File: src/sv/csvfs_pkg.sv
// shared types and constants of the csv field splitter
`timescale 1ns / 1ps

package csvfs_pkg;

  localparam int unsigned ColW   = 10;
  localparam int unsigned CountW = 32;
  localparam int unsigned PosW   = 16;

  localparam logic [ColW-1:0] MAX_COLUMNS = ColW'(1023);

  localparam logic [7:0] LF_BYTE = 8'd10;
  localparam logic [7:0] CR_BYTE = 8'd13;

  localparam logic [7:0] DELIM_RESET = 8'd44;
  localparam logic [7:0] QUOTE_RESET = 8'd34;

  // configuration register indexes
  localparam logic CFG_DELIMITER = 1'b0;
  localparam logic CFG_QUOTE     = 1'b1;

  // quote tracking states
  localparam logic [1:0] QS_OUTSIDE     = 2'd0;
  localparam logic [1:0] QS_INSIDE      = 2'd1;
  localparam logic [1:0] QS_AFTER_QUOTE = 2'd2;
  localparam logic [1:0] QS_SKIP_LF     = 2'd3;

  typedef enum logic [2:0] {
    KIND_BYTE      = 3'd0,
    KIND_FIELD_END = 3'd1,
    KIND_ROW_END   = 3'd2,
    KIND_COL_ERR   = 3'd3,
    KIND_BAD_CHAR  = 3'd4
  } kind_e;

  typedef struct packed {
    logic [7:0] in_byte;
    logic       end_of_text;
  } item_t;

  typedef struct packed {
    kind_e             kind;
    logic [7:0]        data_byte;
    logic [ColW-1:0]   column_count;
    logic [ColW-1:0]   expected_columns;
    logic [CountW-1:0] row_index;
    logic [CountW-1:0] line_number;
    logic [PosW-1:0]   char_position;
  } result_t;

  typedef struct packed {
    logic push;
    logic halted;
  } status_t;

endpackage

File: src/sv/csv_field_splitter_top.sv
// top level of the csv field splitter
`timescale 1ns / 1ps

// Splits a CSV byte stream into field content bytes, field ends and row ends.
// Input channel: one request per byte (in_byte_i), or an end marker
// (end_of_text_i) that closes the last field and row and then halts the block.
// Output channel: at most one result per request, with kind, data byte and
// the column, row, line and position counters at that point.
// Configuration: cfg_we_i writes the delimiter (index 0) or the quote byte
// (index 1); write only while no request is in flight.
// Datapath: a request is held in the input register, and the parse step then
// loads the result register from it. Throughput is one byte per cycle while
// the receiver takes results, set by the single parse step between the two
// registers.
// Requests that give no result (quotes that open or close, lf after cr)
// still pass through the parse step. A column mismatch or a stray byte after a closing
// quote gives an error result and halts; a halted block keeps taking
// requests and drops them until reset. Reset restores delimiter ',' and
// quote '"' and clears all counters.
// When the receiver stalls, the result register holds and the input side
// stops once its register is full.

module csv_field_splitter_top (
  input  logic                          clk_i,
  input  logic                          rst_ni,
  input  logic                          cfg_we_i,
  input  logic                          cfg_index_i,
  input  logic [7:0]                    cfg_wdata_i,
  input  logic                          in_valid_i,
  output logic                          in_ready_o,
  input  logic [7:0]                    in_byte_i,
  input  logic                          end_of_text_i,
  output logic                          out_valid_o,
  input  logic                          out_ready_i,
  output csvfs_pkg::kind_e              kind_o,
  output logic [7:0]                    data_byte_o,
  output logic [csvfs_pkg::ColW-1:0]    column_count_o,
  output logic [csvfs_pkg::ColW-1:0]    expected_columns_o,
  output logic [csvfs_pkg::CountW-1:0]  row_index_o,
  output logic [csvfs_pkg::CountW-1:0]  line_number_o,
  output logic [csvfs_pkg::PosW-1:0]    char_position_o
);
  import csvfs_pkg::*;

  item_t   in_item, s1_item;
  logic    s1_valid, out_free, adv;
  result_t step_res, out_res;
  status_t stat;

  assign in_item.in_byte     = in_byte_i;
  assign in_item.end_of_text = end_of_text_i;

  assign adv = s1_valid && out_free;

  csvfs_in_stage u_in_stage (
    .clk_i      (clk_i),
    .rst_ni     (rst_ni),
    .in_valid_i (in_valid_i),
    .in_ready_o (in_ready_o),
    .item_i     (in_item),
    .adv_i      (adv),
    .valid_o    (s1_valid),
    .item_o     (s1_item)
  );

  csvfs_parser u_parser (
    .clk_i       (clk_i),
    .rst_ni      (rst_ni),
    .cfg_we_i    (cfg_we_i),
    .cfg_index_i (cfg_index_i),
    .cfg_wdata_i (cfg_wdata_i),
    .adv_i       (adv),
    .item_i      (s1_item),
    .result_o    (step_res),
    .status_o    (stat)
  );

  csvfs_out_reg u_out_reg (
    .clk_i       (clk_i),
    .rst_ni      (rst_ni),
    .push_i      (stat.push),
    .result_i    (step_res),
    .free_o      (out_free),
    .out_valid_o (out_valid_o),
    .out_ready_i (out_ready_i),
    .result_o    (out_res)
  );

  assign kind_o             = out_res.kind;
  assign data_byte_o        = out_res.data_byte;
  assign column_count_o     = out_res.column_count;
  assign expected_columns_o = out_res.expected_columns;
  assign row_index_o        = out_res.row_index;
  assign line_number_o      = out_res.line_number;
  assign char_position_o    = out_res.char_position;

  // a result is only loaded when the output slot is free
  a_push_into_free: assert property (@(posedge clk_i) disable iff (!rst_ni)
    stat.push |-> out_free)
    else $error("result loaded into an occupied output register");

  // once halted, no further results are produced
  a_halted_silent: assert property (@(posedge clk_i) disable iff (!rst_ni)
    stat.halted |-> !stat.push)
    else $error("result produced while halted");

  // a row end after the first row always matches the header column count
  a_row_matches: assert property (@(posedge clk_i) disable iff (!rst_ni)
    (out_valid_o && kind_o == KIND_ROW_END && row_index_o != '0)
      |-> column_count_o == expected_columns_o)
    else $error("row end with mismatched column count");

  // only content results carry a data byte
  a_data_zero: assert property (@(posedge clk_i) disable iff (!rst_ni)
    (out_valid_o && kind_o != KIND_BYTE) |-> data_byte_o == 8'd0)
    else $error("data byte set on a non-content result");

endmodule

File: src/sv/csvfs_in_stage.sv
// input register holding one request for the parse stage
`timescale 1ns / 1ps

module csvfs_in_stage (
  input  logic             clk_i,
  input  logic             rst_ni,
  input  logic             in_valid_i,
  output logic             in_ready_o,
  input  csvfs_pkg::item_t item_i,
  input  logic             adv_i,
  output logic             valid_o,
  output csvfs_pkg::item_t item_o
);
  import csvfs_pkg::*;

  logic  valid_q, valid_d;
  item_t item_q;
  logic  take;

  assign in_ready_o = !valid_q || adv_i;
  assign take       = in_valid_i && in_ready_o;

  always_comb begin
    valid_d = valid_q;
    if (take) begin
      valid_d = 1'b1;
    end else if (adv_i) begin
      valid_d = 1'b0;
    end
  end

  always_ff @(posedge clk_i or negedge rst_ni) begin
    if (!rst_ni) begin
      valid_q <= 1'b0;
    end else begin
      valid_q <= valid_d;
    end
  end

  always_ff @(posedge clk_i) begin
    if (take) begin
      item_q <= item_i;
    end
  end

  assign valid_o = valid_q;
  assign item_o  = item_q;

endmodule

File: src/sv/csvfs_parser.sv
// quote tracking, field and row splitting, column check and counters
`timescale 1ns / 1ps

module csvfs_parser (
  input  logic               clk_i,
  input  logic               rst_ni,
  input  logic               cfg_we_i,
  input  logic               cfg_index_i,
  input  logic [7:0]         cfg_wdata_i,
  input  logic               adv_i,
  input  csvfs_pkg::item_t   item_i,
  output csvfs_pkg::result_t result_o,
  output csvfs_pkg::status_t status_o
);
  import csvfs_pkg::*;

  logic [7:0]        delim_q, quote_q;
  logic [1:0]        qs_q, qs_d, qs_cur;
  logic [ColW-1:0]   col_q, col_d, col_inc, hdr_q, hdr_d;
  logic [CountW-1:0] rows_q, rows_d, lines_q, lines_d;
  logic [PosW-1:0]   pos_q, pos_d, pos_n;
  logic              halted_q, halted_d;
  logic              eot, is_q, is_d, is_cr, is_lf, row_end;
  logic              emit, step;
  result_t           res;

  assign eot   = item_i.end_of_text;
  assign is_q  = !eot && (item_i.in_byte == quote_q);
  assign is_d  = !eot && (item_i.in_byte == delim_q);
  assign is_cr = !eot && (item_i.in_byte == CR_BYTE);
  assign is_lf = !eot && (item_i.in_byte == LF_BYTE);
  assign row_end = eot || is_cr || is_lf;

  assign step = adv_i && !halted_q;

  assign col_inc = (col_q < MAX_COLUMNS) ? col_q + 1'b1 : col_q;

  always_comb begin
    pos_n = (pos_q != '1) ? pos_q + 1'b1 : pos_q;
    lines_d = lines_q;
    if (is_lf) begin
      pos_n = '0;
      if (lines_q != '1) begin
        lines_d = lines_q + 1'b1;
      end
    end
  end

  always_comb begin
    qs_cur   = (qs_q == QS_SKIP_LF) ? QS_OUTSIDE : qs_q;
    qs_d     = qs_cur;
    col_d    = col_q;
    hdr_d    = hdr_q;
    rows_d   = rows_q;
    pos_d    = pos_n;
    halted_d = halted_q;
    emit     = 1'b0;

    res.kind             = KIND_BYTE;
    res.data_byte        = '0;
    res.column_count     = col_q;
    res.expected_columns = hdr_q;
    res.row_index        = rows_q;
    res.line_number      = lines_d;
    res.char_position    = pos_n;

    if (qs_q == QS_SKIP_LF && is_lf) begin
      // lf right after a cr row end is swallowed
      qs_d = QS_OUTSIDE;
    end else if (qs_cur == QS_OUTSIDE && is_q) begin
      qs_d = QS_INSIDE;
    end else if (qs_cur == QS_INSIDE && is_q) begin
      qs_d = QS_AFTER_QUOTE;
    end else begin
      // doubled quote: back inside, the quote goes out as content
      if (qs_cur == QS_AFTER_QUOTE && is_q) begin
        qs_cur = QS_INSIDE;
      end
      emit = 1'b1;
      if (eot || (qs_cur != QS_INSIDE && (is_d || is_cr || is_lf))) begin
        qs_d = QS_OUTSIDE;
        col_d = col_inc;
        res.column_count = col_inc;
        if (!row_end) begin
          res.kind = KIND_FIELD_END;
        end else if (rows_q != '0 && hdr_q != col_inc) begin
          res.kind = KIND_COL_ERR;
          halted_d = 1'b1;
        end else begin
          res.kind = KIND_ROW_END;
          if (rows_q == '0) begin
            hdr_d = col_inc;
            res.expected_columns = col_inc;
          end
          if (rows_q != '1) begin
            rows_d = rows_q + 1'b1;
          end
          col_d    = '0;
          pos_d    = '0;
          qs_d     = is_cr ? QS_SKIP_LF : QS_OUTSIDE;
          halted_d = eot;
        end
      end else if (qs_cur == QS_AFTER_QUOTE) begin
        res.kind = KIND_BAD_CHAR;
        halted_d = 1'b1;
      end else begin
        res.data_byte = item_i.in_byte;
        qs_d = qs_cur;
      end
    end
  end

  always_ff @(posedge clk_i or negedge rst_ni) begin
    if (!rst_ni) begin
      delim_q  <= DELIM_RESET;
      quote_q  <= QUOTE_RESET;
      qs_q     <= QS_OUTSIDE;
      col_q    <= '0;
      hdr_q    <= '0;
      rows_q   <= '0;
      lines_q  <= '0;
      pos_q    <= '0;
      halted_q <= 1'b0;
    end else begin
      if (cfg_we_i) begin
        case (cfg_index_i)
          CFG_DELIMITER: delim_q <= cfg_wdata_i;
          CFG_QUOTE:     quote_q <= cfg_wdata_i;
          default:       delim_q <= delim_q;
        endcase
      end
      if (step) begin
        qs_q     <= qs_d;
        col_q    <= col_d;
        hdr_q    <= hdr_d;
        rows_q   <= rows_d;
        lines_q  <= lines_d;
        pos_q    <= pos_d;
        halted_q <= halted_d;
      end
    end
  end

  assign result_o        = res;
  assign status_o.push   = step && emit;
  assign status_o.halted = halted_q;

endmodule

File: src/sv/csvfs_out_reg.sv
// result register toward the receiver
`timescale 1ns / 1ps

module csvfs_out_reg (
  input  logic               clk_i,
  input  logic               rst_ni,
  input  logic               push_i,
  input  csvfs_pkg::result_t result_i,
  output logic               free_o,
  output logic               out_valid_o,
  input  logic               out_ready_i,
  output csvfs_pkg::result_t result_o
);
  import csvfs_pkg::*;

  logic    valid_q, valid_d;
  result_t result_q;

  assign free_o = !valid_q || out_ready_i;

  always_comb begin
    valid_d = valid_q;
    if (push_i) begin
      valid_d = 1'b1;
    end else if (out_ready_i) begin
      valid_d = 1'b0;
    end
  end

  always_ff @(posedge clk_i or negedge rst_ni) begin
    if (!rst_ni) begin
      valid_q <= 1'b0;
    end else begin
      valid_q <= valid_d;
    end
  end

  always_ff @(posedge clk_i) begin
    if (push_i) begin
      result_q <= result_i;
    end
  end

  assign out_valid_o = valid_q;
  assign result_o    = result_q;

endmodule
File: config.mk
export PLATFORM = sky130hd
export DESIGN_NAME = csv_field_splitter_top
export DESIGN_NICKNAME = d
export VERILOG_FILES = /design/src/sv/csvfs_pkg.sv /design/src/sv/csv_field_splitter_top.sv /design/src/sv/csvfs_in_stage.sv /design/src/sv/csvfs_parser.sv /design/src/sv/csvfs_out_reg.sv
export SDC_FILE = /design/constraint.sdc
export NUM_CORES = 1
export LEC_CHECK = 0
export ABC_AREA = 1
export BUFFER_PORTS_ARGS = -buffer_cell sky130_fd_sc_hd__buf_2
export CAP_MARGIN = 30
export CORE_MARGIN = 1.5
export CORE_UTILIZATION = 33
export DETAILED_ROUTE_END_ITERATION = 6
export PLACE_DENSITY = 0.48
export SETUP_SLACK_MARGIN = 0.02
export SYNTH_ARGS = -nofsm -noshare
export SYNTH_HDL_FRONTEND = slang
export SYNTH_SLANG_ARGS = --single-unit
File: constraint.sdc
create_clock -name clk_i -period 7.6 [get_ports clk_i]
set_input_delay 0 -clock clk_i [delete_from_list [all_inputs] [get_ports clk_i]]
set_output_delay 0 -clock clk_i [all_outputs]
set_load 0.1 [all_outputs]
==> results of run 1 <==
[worst max-delay path: stages (launching register included)]
cell      delay [ns]
edfxtp_1        0.39
inv_1           0.09
nand4_1         0.10
inv_1           0.07
nand2_1         0.36
inv_1           0.37
nand2_1         0.18
nand2_1         0.08
inv_2           0.35
nand2_2         0.27
inv_1           0.68
o21ai_0         0.19
[cells in the final DEF, fill, tap and decap left out, drive strengths merged, types with 16 or more instances in the layout]
cell / n
o21ai: 132
nor4: 21
inv: 157
edfxtp: 120
dfrtp: 116
nand3: 72
clkbuf: 36
nor2: 108
xnor2: 16
dlygate4sd3: 22
nor3: 46
nand2: 439
buf: 147
nand4: 59
xor2: 52
[registers in the layout (all words and copies together) (netlist names)]
name and cells:
u_parser.delim_q 8, u_parser.pos_q 16, u_in_stage.item_o 9, u_parser.quote_q 8
u_parser.lines_q 32, u_parser.qs_q 2, u_parser.hdr_q 10, u_parser.rows_q 32
u_in_stage.valid_o 1, u_out_reg.out_valid_o 1, u_parser.col_q 10, u_out_reg.result_o 111
u_parser.halted_q 1
[final cells by class]
cell class | count | area (µm²) | share of cell area (%)
flip-flops and latches | 241 | 6640 | 45.2
multi-input cells | 985 | 4830 | 32.9
repair buffers | 169 | 1020 | 6.95
clock buffers | 36 | 792 | 5.39
inverters | 157 | 589 | 4.01
well taps | 468 | 586 | 3.99
clock inverters | 16 | 239 | 1.63
[kinds of logic (layout without fill, tap and decap cells)]
family	count (synthesis)	in the layout	share of synthesized area, %
flops	241	241	54.1
xor+xnor	68	68	4.85
compound gates	154	154	6.58
buf+inv	201	378	6.66
fa+ha+maj	8	8	0.816
simple gates	755	755	27.0
[synthesized netlist by cell type (12+ instances only)]
| cell type | count |
|---|---|
| nand2_1 | 432 |
| inv_1 | 154 |
| edfxtp_1 | 120 |
| dfrtp_1 | 116 |
| o21ai_0 | 109 |
| nor2_1 | 104 |
| nand3_1 | 70 |
| nand4_1 | 58 |
| xor2_1 | 52 |
| nor3_1 | 45 |
| o21ai_1 | 23 |
| nor4_1 | 20 |
| clkbuf_1 | 19 |
| xnor2_1 | 16 |
| buf_2 | 12 |
[worst max path at each step]
stage	to	start
floorplan	u_parser.rows_q[24]	u_out_reg.out_valid_o
global placement	u_out_reg.result_o[86]	u_in_stage.item_o[0]
detailed placement	u_out_reg.result_o[85]	u_in_stage.item_o[8]
CTS	u_out_reg.result_o[83]	u_in_stage.item_o[8]
global route	u_parser.rows_q[9]	u_in_stage.item_o[3]
finish	u_out_reg.result_o[83]	u_in_stage.item_o[8]
[power by group]
group	switching, mW	internal [mW]	leakage (nW)
combinational	0.0552	0.0330	3.69
clock	0.547	0.937	0.510
sequential	0.0121	1.38	2.58
total	0.614	2.35	6.77
[per-layer routing]
metal / vias to the layer above / share of wire (%)
li1: 5046 / -
met1: 4697 / 49
met2: 219 / 45
met3: 39 / 4.1
met4: 0 / 1.5
met5: - / 0
[stage by stage]
step | std cells | utilization (%) | total power [mW]
global route | 2072 | 40.1 | 3.07
CTS | 2072 | 40.1 | 3.01
floorplan | 1427 | - | 1.46
detailed placement | 1997 | 36.7 | 1.50
finish | 2072 | 40.1 | 2.97
global placement | 1996 | 36.6 | 1.50
==> results.json, run 1 <==
{
  "max-cap-violations": 0,
  "finalHoldViolations": 0,
  "clk_pin_slew_ns": 0.06,
  "powerDensity_nw_per_um2": 202,
  "crit_type": "flip-flop to flip-flop",
  "setup.worst_path.start_class": "flip-flop",
  "fin_ws_ns": 4.14,
  "gp_congestion": 0.898,
  "grt_max_degree": 73,
  "synth_fp_nets": 1458,
  "cts_resized": 0,
  "place_area_um2": 13400,
  "worstMarginPinSlew_ns": 0.923,
  "grt_use_total_pct": 17.2,
  "period_minus_slack_ns": 3.46,
  "worstSkewPairLatency_ns": 0.56,
  "synth_edf_count": 120,
  "clk_path_buf_depth": 3,
  "ys_top_cells_by_area": "edfxtp_1, dfrtp_1, nand2_1",
  "ys_ff_latch": 241,
  "fmax_mhz": 289,
  "routed_wl_mm": 33.2,
  "final_max_slew_viol_count": 0,
  "design_area_um2": 14700,
  "drt-initial-drc-count": 591,
  "max_slew_margin_pct": 38.4,
  "cp.arrival_ns": 3.72,
  "reg2reg_depth": 11,
  "detail_route.wl_per_cell_um": 16.0,
  "status": "completed",
  "hp-start": "cfg_we_i",
  "numCtsBuffers": 28,
  "grt_pass1_vias": 9438,
  "core_um2": 36600,
  "start_util_pct": 33.5,
  "top_usage_layer": "met2",
  "ioPinCount": 136,
  "die_area_um2": 38400,
  "p_leak_nw": 6.77,
  "ant_nets": 0,
  "postCtsSetupRepairBufs": 0,
  "avgSynthCellArea_um2": 8.60,
  "setup_viol": 0,
  "reg2reg_from": "u_in_stage.item_o[8]",
  "area_delta_synth_final_pct": 19.7,
  "clkSinkCount": 241,
  "port_buffers": 135,
  "met2_usage_pct": 27.1,
  "finalSetupTns_ns": 0,
  "yosysWarnings": 0,
  "floorplan.rows": 70,
  "finalCritPeriodShare_pct": 45.5,
  "antenna_cells": 0,
  "die_w_um": 196,
  "drtPass1Iterations": 5,
  "crit_fanout": 30,
  "nFillCells": 3729,
  "drc_errors": 0,
  "drive_gt1_share_pct": 13.9,
  "via_count": 10000,
  "syn_area_um2": 12300,
  "rsz0062_at_grt": "false",
  "skew_ns": 0.0175,
  "r2r-end": "u_out_reg.result_o[83]",
  "die_y_um": 196,
  "use_met1_pct": 25.0,
  "synth.distinct_cells": 45,
  "postCtsHoldBufs": 23,
  "async_reset_ff_share_pct": 50.2,
  "gr-usage-met3_pct": 2.30,
  "grt_pass1_wl_mm": 52.6,
  "htree_num_levels": 1,
  "tritoncts": "yes",
  "avgViaCountPerCell": 4.83,
  "place_ws_ns": 4.13,
  "antenna_found_initial": 0,
  "hold_path_class": "primary input to flip-flop",
  "layout.nets": 1613,
  "timing.hold.ws_ns": 0.0500,
  "hold_end": "u_parser.delim_q[5]",
  "ir_drop_v": 0.000153,
  "synth_seq_area_share_pct": 54.1,
  "synth-main-ff-cell": "edfxtp_1",
  "synth_area_leader_cell": "edfxtp_1",
  "required_ns": 7.86,
  "rrSetupSlack_ns": 4.14,
  "synth_cells": 1427,
  "place_hpwl_mm": 23.8,
  "root_buffer": "clkbuf_16",
  "worst_hold_path.num_cells": 4,
  "yosysTopAreaCellShare_pct": 29.4,
  "grt-ovfl-total": 0,
  "end_kind": "flip-flop"
}
Power figures use the tool's default switching activity.
==> run 2: changes to the inputs <==
Settings changed: PLACE_DENSITY 0.48 to 0.5.
Clock period 7.6 ns to 2.9 ns, I/O delays scaled along.
==> results.json, run 2 (synthesis gave the netlist of run 1 again) <==
{
  "drive_gt1_share_pct": 15.5,
  "max_slew_margin_pct": 51.7,
  "detail_route.wl_per_cell_um": 16.1,
  "crit_fanout": 10,
  "numCtsBuffers": 28,
  "p_leak_nw": 6.81,
  "die_w_um": 196,
  "antenna_found_initial": 0,
  "powerDensity_nw_per_um2": 501,
  "gp_congestion": 0.903,
  "antenna_cells": 0,
  "ant_nets": 0,
  "setup.worst_path.start_class": "flip-flop",
  "power.net_switching_mw": 1.62,
  "final_max_slew_viol_count": 0,
  "avgViaCountPerCell": 4.86,
  "core_um2": 36600,
  "tritoncts": "yes",
  "required_ns": 3.34,
  "die_area_um2": 38400,
  "htree_num_levels": 1,
  "layout.nets": 1633,
  "grt_pass1_vias": 9595,
  "port_buffers": 135,
  "root_buffer": "clkbuf_16",
  "clkSinkCount": 241,
  "grt_pass1_wl_mm": 53.6,
  "max-cap-violations": 0,
  "floorplan.rows": 70,
  "die_y_um": 196,
  "drc_errors": 0,
  "hold_path_class": "primary input to async pin",
  "fmax_mhz": 379,
  "start_util_pct": 33.5,
  "grt_use_total_pct": 17.5,
  "period_minus_slack_ns": 2.64,
  "utilization_pct": 40.4,
  "ioPinCount": 136,
  "area_delta_synth_final_pct": 20.6,
  "place_hpwl_mm": 23.5,
  "cp.arrival_ns": 3.08,
  "layout_commonest_cell": "nand2_1",
  "fin_total_pwr_mw": 7.41,
  "timing.hold.ws_ns": 0.0220,
  "intPower_mw": 5.79,
  "largest_reg_flops": 111,
  "worstSkewPairLatency_ns": 0.56,
  "combPwrFrac_pct": 3.3,
  "p_seq_share_pct": 49.2,
  "fin_ws_ns": 0.259,
  "power_frac_clock_pct": 47.5,
  "drtPass1Iterations": 5,
  "end_kind": "flip-flop",
  "final_cell_mix": "nand2_1, inv_1, buf_2, edfxtp_1, dfrtp_1",
  "crit_type": "flip-flop to flip-flop",
  "routed_wl_mm": 33.7,
  "finalHoldViolations": 0,
  "drt-initial-drc-count": 769,
  "fin_cells": 2092,
  "ir_drop_v": 0.000371,
  "p_sw_share_pct": 21.8,
  "status": "completed",
  "finalCritPeriodShare_pct": 91.1,
  "rsz0062_at_grt": "true",
  "via_count": 10200,
  "clk_path_buf_depth": 3,
  "setup_viol": 0,
  "grt_max_degree": 113,
  "dpl.cell_count": 2013,
  "worstMarginPinSlew_ns": 0.724,
  "clk_pin_slew_ns": 0.06,
  "skew_ns": 0.0182,
  "place_ws_ns": 0.178,
  "grt-ovfl-total": 0
}
[run 2: cell types whose count changed in the layout (fill, tap and decap cells not counted), sizes merged]
cell,delta
nand4,+2
buf,+18
bufinv,-4
clkbuf,+2
nand3,+1
dlygate4sd3,-1
clkinvlp,+2
[run 2: power by group through the flow]
stage / Combinational [mW] / Clock (mW) / Sequential [mW]
floorplan: 0.121 / 0 / 3.71
global placement: 0.220 / 0 / 3.72
detailed placement: 0.220 / 0 / 3.72
CTS: 0.242 / 3.62 / 3.65
global route: 0.279 / 3.76 / 3.65
finish: 0.241 / 3.52 / 3.65
[run 2: cell type report]
class                           instances  area (µm²)
Fill cell                            3722       21800
Sequential cell                       241        6640
Multi-Input combinational cell        988        4920
Timing Repair Buffer                  186        1150
Clock buffer                           38         790
Inverter                              157         589
Tap cell                              468         586
Clock inverter                         14         125
[run 2: repair_timing]
item / CTS / global route
endpoints found under the setup margin: 0 / 47
hold endpoints to repair: 98 / 0
buffers inserted: 0 / 3
hold buffers: 21 / 0
gates resized for setup: 0 / 10
[run 2: final timing paths]
path | start | to | slack, ns | cells after the start
worst min register to register | u_parser.halted_q | u_parser.halted_q | 0.46 | 2
min in group clk_i | cfg_index_i | u_parser.quote_q[1] | 0.06 | 4
worst min-delay path | rst_ni | u_parser.pos_q[13] | 0.02 | 2
worst max-delay path | u_parser.col_q[0] | u_parser.pos_q[4] | 0.26 | 15
max in group asynchronous | rst_ni | u_parser.delim_q[2] | 2.10 | 3
worst max register to register | u_parser.col_q[0] | u_parser.pos_q[4] | 0.26 | 15
[run 2: metrics by stage]
step                      TNS [ns]  instance area (µm²)
after detailed placement         0                13600
after floorplan             -52.61                12300
after global routing             0                14800
final                            0                14800
after CTS                        0                14700
after global placement           0                13600
[run 2: routing by layer]
layer  vias to the layer above  GRT usage (%)  routed length (µm)
li1                       5084              -                   -
met1                      4762           25.1               16100
met2                       274           27.7               15300
met3                        45           2.36                1680
met4                         0           4.59                 674
met5                         -              0                   0
[run 2: worst max-delay path, cell delays in order, from the launching register on]
cell and delay [ns]:
dfrtp_1 0.44, ha_4 0.19, nand2_2 0.08, nor2_4 0.23, nand4_1 0.22, nand2_2 0.16
nand2_1 0.06, nand2_1 0.11, nand2_1 0.07, nor2_1 0.14, nand3_2 0.13, nand2_4 0.19
nand2_4 0.09, buf_4 0.19, o21ai_0 0.15, nand2_1 0.06
==> run 3: changes to the inputs <==
Settings changed: PLACE_DENSITY 0.5 to 0.48, SYNTH_HIERARCHICAL set to 1.
Clock period 2.9 ns to 3.2 ns, I/O delays scaled along.
==> results.json, run 3 <==
{
  "status": "completed",
  "grt_max_degree": 82,
  "max-cap-violations": 0,
  "drtPass1Iterations": 5,
  "power_frac_clock_pct": 47.7,
  "setup_viol": 0,
  "ir_drop_v": 0.000339,
  "rrSetupSlack_ns": 0.40,
  "tritoncts": "yes",
  "ant_nets": 0,
  "power.net_switching_mw": 1.43,
  "period_minus_slack_ns": 2.80,
  "met3_length_mm": 1.57,
  "core_um2": 36600,
  "worstMarginPinSlew_ns": 0.899,
  "clk_path_buf_depth": 3,
  "yosysWarnings": 6,
  "p_seq_share_pct": 49.2,
  "routed.top_layer": "met4",
  "intPower_mw": 5.30,
  "largest_reg_flops": 111,
  "die_w_um": 196,
  "worstSkewPairLatency_ns": 0.55,
  "avgViaCountPerCell": 4.82,
  "finalCritPeriodShare_pct": 87.6,
  "grt_use_total_pct": 16.9,
  "detail_route.wl_per_cell_um": 15.7,
  "fin_total_pwr_mw": 6.73,
  "syn_area_um2": 12300,
  "drt-initial-drc-count": 662,
  "synth_fp_nets": 1409,
  "final_cell_mix": "nand2_1, inv_1, buf_2, o21ai_0, edfxtp_1",
  "routed_wl_mm": 31.9,
  "numCtsBuffers": 28,
  "grt-ovfl-total": 0,
  "place_hpwl_mm": 22.6,
  "area_delta_synth_final_pct": 19.5,
  "finalHoldViolations": 0,
  "p_leak_nw": 6.70,
  "drc_errors": 0,
  "antenna_found_initial": 0,
  "postCtsSetupRepairBufs": 0,
  "root_buffer": "clkbuf_16",
  "grt_pass1_wl_mm": 51.9,
  "floorplan.rows": 70,
  "p_sw_share_pct": 21.2,
  "cp.arrival_ns": 3.10,
  "layout.nets": 1575,
  "fmax_mhz": 357,
  "nFillCells": 3754,
  "dpl.cell_count": 1961,
  "drive_gt1_share_pct": 17.0,
  "die_y_um": 196,
  "clkSinkCount": 241,
  "antenna_cells": 0,
  "combPwrFrac_pct": 3.1,
  "skew_ns": 0.0162,
  "fin_cells": 2034,
  "htree_num_levels": 1,
  "die_area_um2": 38300,
  "end_kind": "flip-flop",
  "clk_pin_slew_ns": 0.06,
  "port_buffers": 135,
  "required_ns": 3.50,
  "avgSynthCellArea_um2": 8.89,
  "rsz0062_at_grt": "false",
  "powerDensity_nw_per_um2": 460,
  "setup.worst_path.start_class": "flip-flop",
  "crit_type": "flip-flop to flip-flop",
  "grt_pass1_vias": 9496,
  "hold_path_class": "primary input to flip-flop",
  "met2_length_mm": 14.4,
  "gp_congestion": 0.890,
  "wl_met1_mm": 15.3,
  "crit_fanout": 41,
  "start_util_pct": 33.5,
  "layout_commonest_cell": "nand2_1",
  "synth_cells": 1378,
  "via_count": 9805,
  "ioPinCount": 136,
  "max_slew_margin_pct": 40.1,
  "final_max_slew_viol_count": 0
}
## run 3: critical path, stage by stage (launching register included)
cell      delay, ns
edfxtp_1       0.47
nor4_2         0.39
nand3_2        0.14
buf_4          0.20
inv_2          0.23
nand2_2        0.11
inv_1          0.07
nor2_1         0.09
inv_2          0.15
nor2_4         0.05
buf_4          0.25
o21ai_0        0.41
## run 3: power groups by stage
stage                     Sequential [mW]  Combinational [mW]  Clock [mW]
after floorplan                      3.37               0.110           0
after global placement               3.37               0.195           0
after detailed placement             3.37               0.196           0
after CTS                            3.31               0.216        3.32
after global routing                 3.32               0.242        3.45
final                                3.31               0.210        3.21
## run 3: metrics by stage
stage	TNS (ns)	worst slack (ns)	area (µm²)	hold slack (ns)	utilization, %
3_3_place_gp	0	0.407	13500	0.137	36.9
3_5_place_dp	0	0.389	13500	0.139	36.9
2_1_floorplan	-18.40	-0.164	12300	-0.296	-
6_report	0	0.397	14600	0.0520	40.0
4_1_cts	0	0.375	14600	0.0341	40.0
5_1_grt	0	0.137	14600	0.0863	40.0
## run 3: final cells by class
| type | count | area [µm²] | area share (%) |
|---|---|---|---|
| Sequential cell | 241 | 6640 | 45.4 |
| Inverter | 162 | 612 | 4.18 |
| Timing Repair Buffer | 172 | 1030 | 7.06 |
| Tap cell | 468 | 586 | 4.00 |
| Clock buffer | 41 | 791 | 5.40 |
| Multi-Input combinational cell | 939 | 4850 | 33.1 |
| Clock inverter | 11 | 129 | 0.880 |
## run 3: worst paths after layout
path,cells past startpoint,startpoint,end
worst max-delay path,11,u_in_stage/item_o[3],u_out_reg/result_o[94]
min in group asynchronous,2,rst_ni,u_parser/rows_q[26]
worst min register to register,2,u_parser/halted_q,u_parser/halted_q
max in group asynchronous,3,rst_ni,u_parser/quote_q[1]
worst max register to register,11,u_in_stage/item_o[3],u_out_reg/result_o[94]
worst min-delay path,4,cfg_we_i,u_parser/quote_q[5]
## run 3: per-layer routing
metal  up-vias  track usage [%]
met4         0             4.93
met5         -                0
met3        45             2.80
met2       229             26.8
met1      4631             23.7
li1       4900                -
## run 3: repair_timing
| item | in CTS | in global routing |
|---|---|---|
| hold buffers | 21 | 0 |
| gates resized for setup | 0 | 0 |
| hold endpoints to repair | 80 | 0 |
